<file path="src/hdl/imm_pkg.sv">
// ---------------------------------------------------------------------------
// Integer matrix multiply package
// Dimensions, derived widths, item kinds, register indexes and state type.
// ---------------------------------------------------------------------------
package imm_pkg;

  localparam int ROWS  = 8;
  localparam int INNER = 8;
  localparam int COLS  = 8;

  // Most result items one compute item may produce.
  localparam int MAX_RESULTS = 8;
  localparam int MAXC = (COLS < MAX_RESULTS) ? COLS : MAX_RESULTS;

  localparam int A_DEPTH = ROWS * INNER;
  localparam int B_DEPTH = INNER * COLS;
  localparam int A_AW = (A_DEPTH > 1) ? $clog2(A_DEPTH) : 1;
  localparam int B_AW = (B_DEPTH > 1) ? $clog2(B_DEPTH) : 1;
  localparam int KW = (INNER > 1) ? $clog2(INNER) : 1;
  localparam int TW = $clog2(INNER + 1);
  localparam int JW = (MAXC > 1) ? $clog2(MAXC) : 1;
  localparam int NW = $clog2(MAXC + 1);

  localparam int CFG_W = 4;
  localparam logic [CFG_W-1:0] INNER_LEN_RST = 4'd8;
  localparam logic [CFG_W-1:0] OUT_COLS_RST  = 4'd8;

  localparam logic [0:0] REG_INNER_LEN = 1'b0;
  localparam logic [0:0] REG_OUT_COLS  = 1'b1;

  typedef enum logic [1:0] {
    KIND_WR_A = 2'd0,
    KIND_WR_B = 2'd1,
    KIND_CMP  = 2'd2
  } kind_t;

  typedef enum logic [1:0] {
    ST_IDLE,
    ST_ISSUE,
    ST_DRAIN
  } st_t;

endpackage

</file>
<file path="src/hdl/integer_matrix_multiply.sv">
// Sequencing: a load item is written to the A or B store when it is taken. A
// compute item issues reads for inner_len terms (clamped to 1..8) per column,
// waits for the read, multiply and accumulate registers to drain, then
// registers that result when the output is free, for out_cols columns (1..8).
// Reset: rst_n clears control state and sets inner_len and out_cols to 8;
// the A and B stores are not cleared.
// ---------------------------------------------------------------------------
// Integer matrix multiply
// Stores A and B in on-chip memories and computes one row of C per compute
// item on one shared pipelined multiply-accumulate unit.
// ---------------------------------------------------------------------------
module integer_matrix_multiply import imm_pkg::*; (
  input  logic             clk,
  input  logic             rst_n,
  input  logic             cfg_we,
  input  logic [0:0]       cfg_index,
  input  logic [CFG_W-1:0] cfg_data,
  input  logic             in_tvalid,
  output logic             in_tready,
  input  logic [23:0]      in_tdata,  // row[2:0], col[5:3], value[21:6], zero fill
  input  logic [1:0]       in_tuser,  // kind[1:0]
  output logic             out_tvalid,
  input  logic             out_tready,
  output logic [39:0]      out_tdata, // out_row[2:0], out_col[5:3], product[37:6], fill
  output logic             out_tlast
);

  logic [2:0]  in_row;
  logic [2:0]  in_col;
  logic [15:0] in_value;
  kind_t       in_kind;
  logic        in_acc;

  st_t              state_r, state_nxt;
  logic [CFG_W-1:0] inner_len_r, inner_len_nxt;
  logic [CFG_W-1:0] out_cols_r, out_cols_nxt;
  logic [2:0]       row_r, row_nxt;
  logic [TW-1:0]    terms_r, terms_nxt;
  logic [NW-1:0]    ncols_r, ncols_nxt;
  logic [KW-1:0]    k_r, k_nxt;
  logic [JW-1:0]    j_r, j_nxt;
  logic             out_tvalid_r, out_tvalid_nxt;
  logic [39:0]      out_tdata_r, out_tdata_nxt;
  logic             out_tlast_r, out_tlast_nxt;

  logic              rd_en;
  logic              last_k;
  logic              last_j;
  logic              a_we;
  logic              b_we;
  logic [A_AW-1:0]   a_waddr;
  logic [B_AW-1:0]   b_waddr;
  logic [A_AW-1:0]   a_raddr;
  logic [B_AW-1:0]   b_raddr;

  logic [15:0]        a_mem [A_DEPTH];
  logic [15:0]        b_mem [B_DEPTH];
  logic signed [15:0] a_q_r;
  logic signed [15:0] b_q_r;
  logic               rd_vld_r;
  logic               rd_first_r;
  logic signed [31:0] prod_r;
  logic               mul_vld_r;
  logic               mul_first_r;
  logic [31:0]        acc_r;

  assign in_row   = in_tdata[2:0];
  assign in_col   = in_tdata[5:3];
  assign in_value = in_tdata[21:6];
  assign in_kind  = kind_t'(in_tuser);
  assign in_acc   = in_tvalid && in_tready;

  assign in_tready  = (state_r == ST_IDLE);
  assign out_tvalid = out_tvalid_r;
  assign out_tdata  = out_tdata_r;
  assign out_tlast  = out_tlast_r;

  assign a_we = in_acc && (in_kind == KIND_WR_A) && (int'(in_row) < ROWS)
                && (int'(in_col) < INNER);
  assign b_we = in_acc && (in_kind == KIND_WR_B) && (int'(in_row) < INNER)
                && (int'(in_col) < COLS);
  assign a_waddr = A_AW'(int'(in_row) * INNER + int'(in_col));
  assign b_waddr = B_AW'(int'(in_row) * COLS + int'(in_col));
  assign a_raddr = A_AW'(int'(row_r) * INNER + int'(k_r));
  assign b_raddr = B_AW'(int'(k_r) * COLS + int'(j_r));

  assign last_k = (TW'(k_r) + TW'(1)) == terms_r;
  assign last_j = (NW'(j_r) + NW'(1)) == ncols_r;

  always_comb begin
    state_nxt      = state_r;
    inner_len_nxt  = inner_len_r;
    out_cols_nxt   = out_cols_r;
    row_nxt        = row_r;
    terms_nxt      = terms_r;
    ncols_nxt      = ncols_r;
    k_nxt          = k_r;
    j_nxt          = j_r;
    out_tvalid_nxt = out_tvalid_r;
    out_tdata_nxt  = out_tdata_r;
    out_tlast_nxt  = out_tlast_r;
    rd_en          = 1'b0;

    if (cfg_we) begin
      case (cfg_index)
        REG_INNER_LEN: inner_len_nxt = cfg_data;
        REG_OUT_COLS:  out_cols_nxt  = cfg_data;
        default: ;
      endcase
    end

    if (out_tvalid_r && out_tready) begin
      out_tvalid_nxt = 1'b0;
    end

    case (state_r)
      ST_IDLE: begin
        if (in_acc && (in_kind == KIND_CMP) && (int'(in_row) < ROWS)) begin
          row_nxt = in_row;
          if (inner_len_r == '0) begin
            terms_nxt = TW'(1);
          end else if (int'(inner_len_r) > INNER) begin
            terms_nxt = TW'(INNER);
          end else begin
            terms_nxt = TW'(inner_len_r);
          end
          if (out_cols_r == '0) begin
            ncols_nxt = NW'(1);
          end else if (int'(out_cols_r) > MAXC) begin
            ncols_nxt = NW'(MAXC);
          end else begin
            ncols_nxt = NW'(out_cols_r);
          end
          k_nxt     = '0;
          j_nxt     = '0;
          state_nxt = ST_ISSUE;
        end
      end
      ST_ISSUE: begin
        rd_en = 1'b1;
        if (last_k) begin
          k_nxt     = '0;
          state_nxt = ST_DRAIN;
        end else begin
          k_nxt = k_r + KW'(1);
        end
      end
      ST_DRAIN: begin
        if (!rd_vld_r && !mul_vld_r && (!out_tvalid_r || out_tready)) begin
          out_tvalid_nxt = 1'b1;
          out_tdata_nxt  = {2'b00, acc_r, 3'(j_r), row_r};
          out_tlast_nxt  = last_j;
          if (last_j) begin
            state_nxt = ST_IDLE;
          end else begin
            j_nxt     = j_r + JW'(1);
            state_nxt = ST_ISSUE;
          end
        end
      end
      default: state_nxt = ST_IDLE;
    endcase
  end

  always_ff @(posedge clk) begin
    if (!rst_n) begin
      state_r      <= ST_IDLE;
      inner_len_r  <= INNER_LEN_RST;
      out_cols_r   <= OUT_COLS_RST;
      out_tvalid_r <= 1'b0;
      rd_vld_r     <= 1'b0;
      mul_vld_r    <= 1'b0;
    end else begin
      state_r      <= state_nxt;
      inner_len_r  <= inner_len_nxt;
      out_cols_r   <= out_cols_nxt;
      out_tvalid_r <= out_tvalid_nxt;
      rd_vld_r     <= rd_en;
      mul_vld_r    <= rd_vld_r;
    end
  end

  always_ff @(posedge clk) begin
    row_r       <= row_nxt;
    terms_r     <= terms_nxt;
    ncols_r     <= ncols_nxt;
    k_r         <= k_nxt;
    j_r         <= j_nxt;
    out_tdata_r <= out_tdata_nxt;
    out_tlast_r <= out_tlast_nxt;
  end

  always_ff @(posedge clk) begin
    if (a_we) begin
      a_mem[a_waddr] <= in_value;
    end
    if (b_we) begin
      b_mem[b_waddr] <= in_value;
    end
    if (rd_en) begin
      a_q_r <= a_mem[a_raddr];
      b_q_r <= b_mem[b_raddr];
    end
  end

  // Multiply-accumulate pipeline: read, multiply, accumulate.
  always_ff @(posedge clk) begin
    rd_first_r  <= (k_r == '0);
    prod_r      <= a_q_r * b_q_r;
    mul_first_r <= rd_first_r;
    if (mul_vld_r) begin
      acc_r <= mul_first_r ? prod_r : acc_r + prod_r;
    end
  end

endmodule

</file>
<file path="config.mk">
export PLATFORM = sky130hd
export DESIGN_NAME = integer_matrix_multiply
export DESIGN_NICKNAME = d
export VERILOG_FILES = /design/src/hdl/imm_pkg.sv /design/src/hdl/integer_matrix_multiply.sv
export SDC_FILE = /design/constraint.sdc
export NUM_CORES = 2
export LEC_CHECK = 0
export BUFFER_PORTS_ARGS = -buffer_cell sky130_fd_sc_hd__buf_2
export CAP_MARGIN = 20
export CORE_ASPECT_RATIO = 1.75
export CORE_MARGIN = 1.5
export CORE_UTILIZATION = 55
export CTS_BUF_LIST = sky130_fd_sc_hd__clkbuf_4 sky130_fd_sc_hd__clkbuf_8
export DETAILED_ROUTE_END_ITERATION = 7
export GPL_TIMING_DRIVEN = 0
export PLACE_DENSITY = 0.82
export SETUP_SLACK_MARGIN = 0.15
export SLEW_MARGIN = 20
export SYNTH_ARGS = -nofsm -noshare
export SYNTH_HDL_FRONTEND = slang
export SYNTH_SLANG_ARGS = --single-unit
</file>
<file path="constraint.sdc">
create_clock -name clk -period 9 [get_ports clk]
set_input_delay 0.45 -clock clk [delete_from_list [all_inputs] [get_ports clk]]
set_output_delay 0.45 -clock clk [all_outputs]
set_load 0.01 [all_outputs]
</file>
# Word-level counts from Yosys, hierarchy flattened
# Memory sizes are Yosys's and may differ from the RTL's. A register that Yosys moved wholly into a read port is not among the register bits.
# Cells that the tools add are included.
# totals
ram_bits	2048
reg_bits	135
memories	2
# mem_list
name	depth	width	read_ports	rd_clocked_by_memory_dff	wr	line_no	rtl
a_mem	64	16	1	1	1	integer_matrix_multiply.sv:56	logic [15:0] a_mem [A_DEPTH];
b_mem	64	16	1	1	1	integer_matrix_multiply.sv:57	logic [15:0] b_mem [B_DEPTH];
# classes
n_mux	22
n_reduce_logical	27
n_eq_ne	10
addsub	8
bitwise_logic	1
magnitude_cmp	2
n_mul	1
# op_table
cell	n
adder 32 bit	1
multiplier 16 x 16 -> 32 bit	1
2-to-1 mux 32 bit	1
adder 6 x 3 -> 6 bit	3
2-to-1 mux 3 bit	4
case mux 3 bit (2 select lines)	2
AND reduction 2 bit	5
2-to-1 mux 1 bit	9
adder 3 x 1 -> 4 bit (second input constant)	2
== test 4 bit	2
greater-than comparator 4 bit (second input constant)	2
logical NOT 4 bit	2
2-to-1 mux 4 bit	2
logical AND 1 bit	7
adder 3 x 1 -> 3 bit (second input constant)	2
2-to-1 mux 2 bit	3
!= test 2 bit (second input constant)	3
case mux 2 bit (3 select lines)	1
== test 2 x 1 -> 1 bit (second input constant)	2
== test 2 bit (second input constant)	2
logical NOT 2 bit	2
AND reduction 4 bit	1
nonzero test 2 bit	2
OR reduction 2 bit	2
other kinds (6)	8

# Longest topological paths before layout
# depth
ltp_word	5
depth_mapped	23
depth_no_buf	21

# Least setup slack after synthesis
# OpenSTA, ideal clock, no wires.
# synth_timing
path_kind	register to register
startpoint	register a_q_r[15] (read register of a_mem)
endpoint	register prod_r[31]
stages_incl_launch_ff	21
arrival_time_ns	5.765
setup_slack_ns	3.115
path_cell_list	edfxtp_1 -> clkbuf_1 -> nand2_1 -> inv_1 -> fa_1 -> fa_1 -> fa_1 -> fa_1 -> fa_1 -> inv_1 -> fa_1 -> inv_1 -> ha_1 -> a21o_1 -> a21o_1 -> a21oi_1 -> o21a_1 -> a21bo_1 -> a211oi_1 -> a21oi_1 -> xnor2_1
# synth_between
elab_chain_len	1
# synth_rtl
element	line_no	rtl
start: declaration	integer_matrix_multiply.sv:58	logic signed [15:0] a_q_r;
multiplier 16 x 16 -> 32 bit	integer_matrix_multiply.sv:209	prod_r <= a_q_r * b_q_r;
end signal: assignment	integer_matrix_multiply.sv:209	
end: declaration	integer_matrix_multiply.sv:62	logic signed [31:0] prod_r;
# Every way passes these cells.
# A chain may end at the register's enable or synchronous reset.

# Worst setup path in the final report
# layout_timing
startpoint	register a_q_r[7] (read register of a_mem)
endpoint	register prod_r[26]
# The elaborated chain is that of the path after synthesis.

==> results <==
- The final total power is around 0.026 W.
- At the pin with the least slew margin, the transition time is ~1.3 ns.
- In the global route stage, overall resource usage came out at 0.282.
- The max-slew headroom at the worst pin is 0.166.
- The number of rows in the core area is 201.
- The critical path is of the reg -> reg type.
- The final routed wire length divided by cell count is 31.6 µm.
- The width of the die is 317 µm.
- In this run the register-to-register setup slack is 2.00 ns.
- In this run the number of H-tree levels came out at 5.
- The worst hold path passes through 2 cells.
- Gates resized during post-CTS repair numbered 0.
- In this run the critical register-to-register path is captured at prod_r[26].
- For this configuration, the core starts out at a cell density of 0.554.
- The run finished with clean final reports.
- The number of cells on the worst reg-to-reg path is 22.
- Across all hold checks on the routed design, the worst slack comes to slightly below 0.06 ns.
- The fraction of layout cells with a size suffix above 1 is 0.281.
- In this run the vertical extent of the chip is 553 µm.
- Summed over all cells, the static leakage comes to 35.5 nW.
- The count of flip-flops with a built-in enable after synthesis is 2168.
- The region available for standard cell placement spans 172000 µm².
- The I/O pin count is 79.
- The worst register-to-register path begins at a_q_r[7].
- The sequential element share of the synthesized area is 0.696.
- The floorplan step defined a die boundary enclosing 175000 µm².
- Yosys printed 0 warnings.
- Dividing the final minimum period by the clock period gives 0.778.
- The highest clock rate is 143 MHz.
- The final routed DRC violation total is 0.
- The detail route stage leaves a number of antenna-violating nets equal to 0.
- From synthesis to final layout, the design area changed by 12.1%.
- The count of pins over their slew limit came to 0.
- Following the worst setup path forward leads to its endpoint at prod_r[26].
- The number of hold violations in the final report came to 0.
- The clock passes through at most 4 buffers.
- The estimated wirelength of the detail-placed design is 171000 µm.
- In this run the worst hold path is classified as in -> reg.
- The total standard cell area after synthesis is 94900 µm².
- The post-layout net count is 5627.
- Setup violations remaining at the end of the flow were counted as 0.
- The global-route wire length before repair is 349000 µm.
- The register bit total from synthesis is 2215.
- For this block, the initial DRC count from the detailed router was between 5000 and 6000.
- The total length of routed wires is 242000 µm.
- The sink count of the clock tree is 2215.
- The worst setup path is captured at a flop.
- The peak fanout along the critical path is 10.
- The number of buffers added by the clock tree synthesis step is roughly 300.
- Dividing total power by cell area gives a power density of 246 nW/µm².
- The later pin in the worst-skew pair is clocked with a latency of 0.96 ns.
- STA classifies the critical path startpoint as a flop.
- Across the VDD grid, the largest voltage drop is roughly 0.29 mV.
- The data required time of the critical path is about 10 ns.
- The cell chosen for the clock root is sky130_fd_sc_hd__clkbuf_8.
- The residual overflow from global routing is 0.
- The arrival time of the worst setup path is between 7 and 8 ns.
- The pre-antenna-repair detailed-routing pass consisted of 7 iterations.
- After detailed routing, the number of vias per cell comes to 6.36.
- The layout filler cell count is 11100.
- The start point of the critical path is a_q_r[7].
- The clock-pin slew on the worst setup and hold paths is 0.06 ns.
- Max-cap violations in this run came to 0.
- For this run, asynchronously set or reset flops after synthesis account for 0.
- The number of buffers added on ports is 71.
- The number of global-route vias before repair came to just over 50000.
- Adding up every negative setup slack in the final design gives 0 ns.
- The netlist uses 68 different library cells.
- The leading register cell type out of synthesis is sky130_fd_sc_hd__edfxtp_1.
- The largest clock skew in the final design is 0.0810 ns.
- TritonCTS built the clock tree.
- A synthesized cell averages 20.3 µm².
- The startpoint identified for the worst hold timing path is in_tuser[1].
- Setup repair after global routing left no endpoint under its margin.
- The minimum period implied by the final worst setup slack is 7.00 ns.
- The number of antenna violations at the first check in global routing is 20.
- Detailed routing inserted a total of about 50000 vias.
- The last weighted congestion value of the routability-driven placer is 0.966.
- The number of instances in the synthesized netlist is 4686.
- The pin count of the biggest net entering global routing is 97.
-- registers in the layout, indices dropped and copies added, names as in the netlist, 4 cells and up --
signal / flops
a_mem: 1024
terms_r: 4
inner_len_r: 4
out_tdata: 38
ncols_r: 4
out_cols_r: 4
b_mem: 1024
b_q_r: 16
prod_r: 32
a_q_r: 16
acc_r: 32
-- worst min path at each step --
stage / endpoint / slack (ns)
CTS: b_mem[25][4] / 0.02
detailed placement: mul_first_r / 0.42
global placement: mul_first_r / 0.43
finish: row_r[0] / 0.06
global route: b_mem[11][4] / 0.07
floorplan: mul_first_r / 0.31
-- routing by layer --
metal	routed length (µm)	track usage	vias to the layer above	part of all wire
met2	125000	0.482	3175	0.52
met1	69600	0.288	25000	0.29
met4	26000	0.247	14	0.11
met5	92	0	-	0.00038
li1	-	-	19600	-
met3	21500	0.0587	932	0.089
-- critical path, cell delays in order (launching register included) --
cell,delay (ns)
sky130_fd_sc_hd__edfxtp_1,0.62
sky130_fd_sc_hd__clkbuf_1,0.56
sky130_fd_sc_hd__nand2_1,0.17
sky130_fd_sc_hd__fa_1,0.56
sky130_fd_sc_hd__inv_1,0.05
sky130_fd_sc_hd__fa_1,0.51
sky130_fd_sc_hd__inv_1,0.06
sky130_fd_sc_hd__fa_1,0.54
sky130_fd_sc_hd__inv_1,0.05
sky130_fd_sc_hd__fa_1,0.38
sky130_fd_sc_hd__fa_1,0.52
sky130_fd_sc_hd__inv_1,0.05
sky130_fd_sc_hd__fa_1,0.47
sky130_fd_sc_hd__inv_1,0.04
sky130_fd_sc_hd__ha_1,0.33
sky130_fd_sc_hd__a21o_1,0.18
sky130_fd_sc_hd__a21oi_1,0.14
sky130_fd_sc_hd__nor2b_1,0.07
sky130_fd_sc_hd__a311o_1,0.40
sky130_fd_sc_hd__o21ai_1,0.42
sky130_fd_sc_hd__a21boi_1,0.19
sky130_fd_sc_hd__or3_1,0.37
sky130_fd_sc_hd__o2111ai_1,0.16
-- synthesized netlist by cell type, drive strengths merged, types with 3 or more instances --
cell	n	area, µm²
nand4	5	31.3
o21a	14	105
o21ai	49	245
buf	76	488
mux4	672	15100
and3	9	56.3
nand3	18	90.1
nand2b	15	93.8
nor3b	8	60.1
nor2	185	694
a211oi	10	80.1
edfxtp	2168	65100
nor3	10	50.1
o31ai	14	110
o22ai	3	18.8
clkbuf	139	522
or3	7	43.8
dfxtp	47	941
nand2	199	747
a21boi	9	67.6
xor2	14	123
o211ai	7	52.6
inv	310	1160
xnor2	38	333
nor2b	22	138
o21bai	4	30.0
a21o	31	233
and2	129	807
fa	263	5270
a31oi	4	25.0
a311oi	3	26.3
a21oi	44	220
nand3b	5	37.5
ha	116	1450
a211o	3	26.3
mux2i	4	40.0
-- power breakdown --
| group | internal [W] | switching, W | total, W |
|---|---|---|---|
| sequential | 0.0115 | 0.0000772 | 0.0116 |
| combinational | 0.00296 | 0.00402 | 0.00699 |
| clock | 0.00390 | 0.00373 | 0.00763 |
| total | 0.0184 | 0.00783 | 0.0262 |
-- final cells by class --
type                            count  area [µm²]  share of cell area
Sequential cell                  2215       66000               0.620
Multi-Input combinational cell   1946       27100               0.254
Clock buffer                      360        4650              0.0437
Tap cell                         2233        2790              0.0262
Timing Repair Buffer              222        2510              0.0236
Clock inverter                    160        1190              0.0112
Inverter                          311        1170              0.0110
Buffer                            215        1030             0.00966
Antenna cell                        9        22.5            0.000212
-- cell families after synthesis --
family | count (synthesis) | synth area share
AOI/OAI and AO/OA | 213 | 0.0149
xor gates and xnor gates | 52 | 0.00480
adders and majority gates | 379 | 0.0707
buffers and inverters | 526 | 0.0229
DFF | 2215 | 0.696
muxes | 678 | 0.160
other | 1 | 0.0000395
and+or+nand+nor | 622 | 0.0308
-- per-stage QoR --
stage | instance area [µm²] | worst slack, ns | util | cells
2_1_floorplan | 95000 | 3.12 | - | 4687
3_3_place_gp | 98100 | 2.16 | 0.572 | 6991
3_5_place_dp | 100000 | 2.09 | 0.585 | 7112
4_1_cts | 106000 | 2.08 | 0.621 | 7662
5_1_grt | 106000 | 1.79 | 0.621 | 7668
6_report | 106000 | 2.00 | 0.621 | 7671
-- placed cells by master (no fill, tap or decap), types with 10 or more instances in the layout --
master | Yosys | final
sky130_fd_sc_hd__a21o_1 | 31 | 31
sky130_fd_sc_hd__a21oi_1 | 44 | 44
sky130_fd_sc_hd__and2_1 | 129 | 129
sky130_fd_sc_hd__buf_1 | 14 | 12
sky130_fd_sc_hd__buf_16 | 0 | 16
sky130_fd_sc_hd__buf_2 | 39 | 95
sky130_fd_sc_hd__buf_6 | 16 | 105
sky130_fd_sc_hd__buf_8 | 1 | 28
sky130_fd_sc_hd__bufinv_16 | 0 | 16
sky130_fd_sc_hd__clkbuf_1 | 139 | 126
sky130_fd_sc_hd__clkbuf_2 | 0 | 14
sky130_fd_sc_hd__clkbuf_4 | 0 | 49
sky130_fd_sc_hd__clkbuf_8 | 0 | 311
sky130_fd_sc_hd__clkinv_1 | 1 | 74
sky130_fd_sc_hd__clkinv_2 | 0 | 48
sky130_fd_sc_hd__clkinvlp_4 | 0 | 15
sky130_fd_sc_hd__dfxtp_1 | 47 | 46
sky130_fd_sc_hd__dlygate4sd3_1 | 0 | 30
sky130_fd_sc_hd__edfxtp_1 | 2168 | 2168
sky130_fd_sc_hd__fa_1 | 263 | 263
sky130_fd_sc_hd__ha_1 | 116 | 116
sky130_fd_sc_hd__inv_1 | 310 | 309
sky130_fd_sc_hd__mux4_2 | 668 | 668
sky130_fd_sc_hd__nand2_1 | 199 | 199
sky130_fd_sc_hd__nand2b_1 | 15 | 15
sky130_fd_sc_hd__nand3_1 | 18 | 18
sky130_fd_sc_hd__nor2_1 | 185 | 56
sky130_fd_sc_hd__nor2_2 | 0 | 128
sky130_fd_sc_hd__nor2b_1 | 22 | 22
sky130_fd_sc_hd__nor3_1 | 10 | 10
sky130_fd_sc_hd__o21a_1 | 14 | 14
sky130_fd_sc_hd__o21ai_0 | 37 | 37
sky130_fd_sc_hd__o21ai_1 | 12 | 12
sky130_fd_sc_hd__o31ai_1 | 13 | 13
sky130_fd_sc_hd__xnor2_1 | 38 | 38
sky130_fd_sc_hd__xor2_1 | 14 | 14
-- what timing repair did --
| item | in CTS | in global routing |
|---|---|---|
| setup buffers | 0 | 0 |
| hold endpoints to repair | 516 | 0 |
| hold buffers | 30 | 0 |
(Power assumes the default switching activity.)
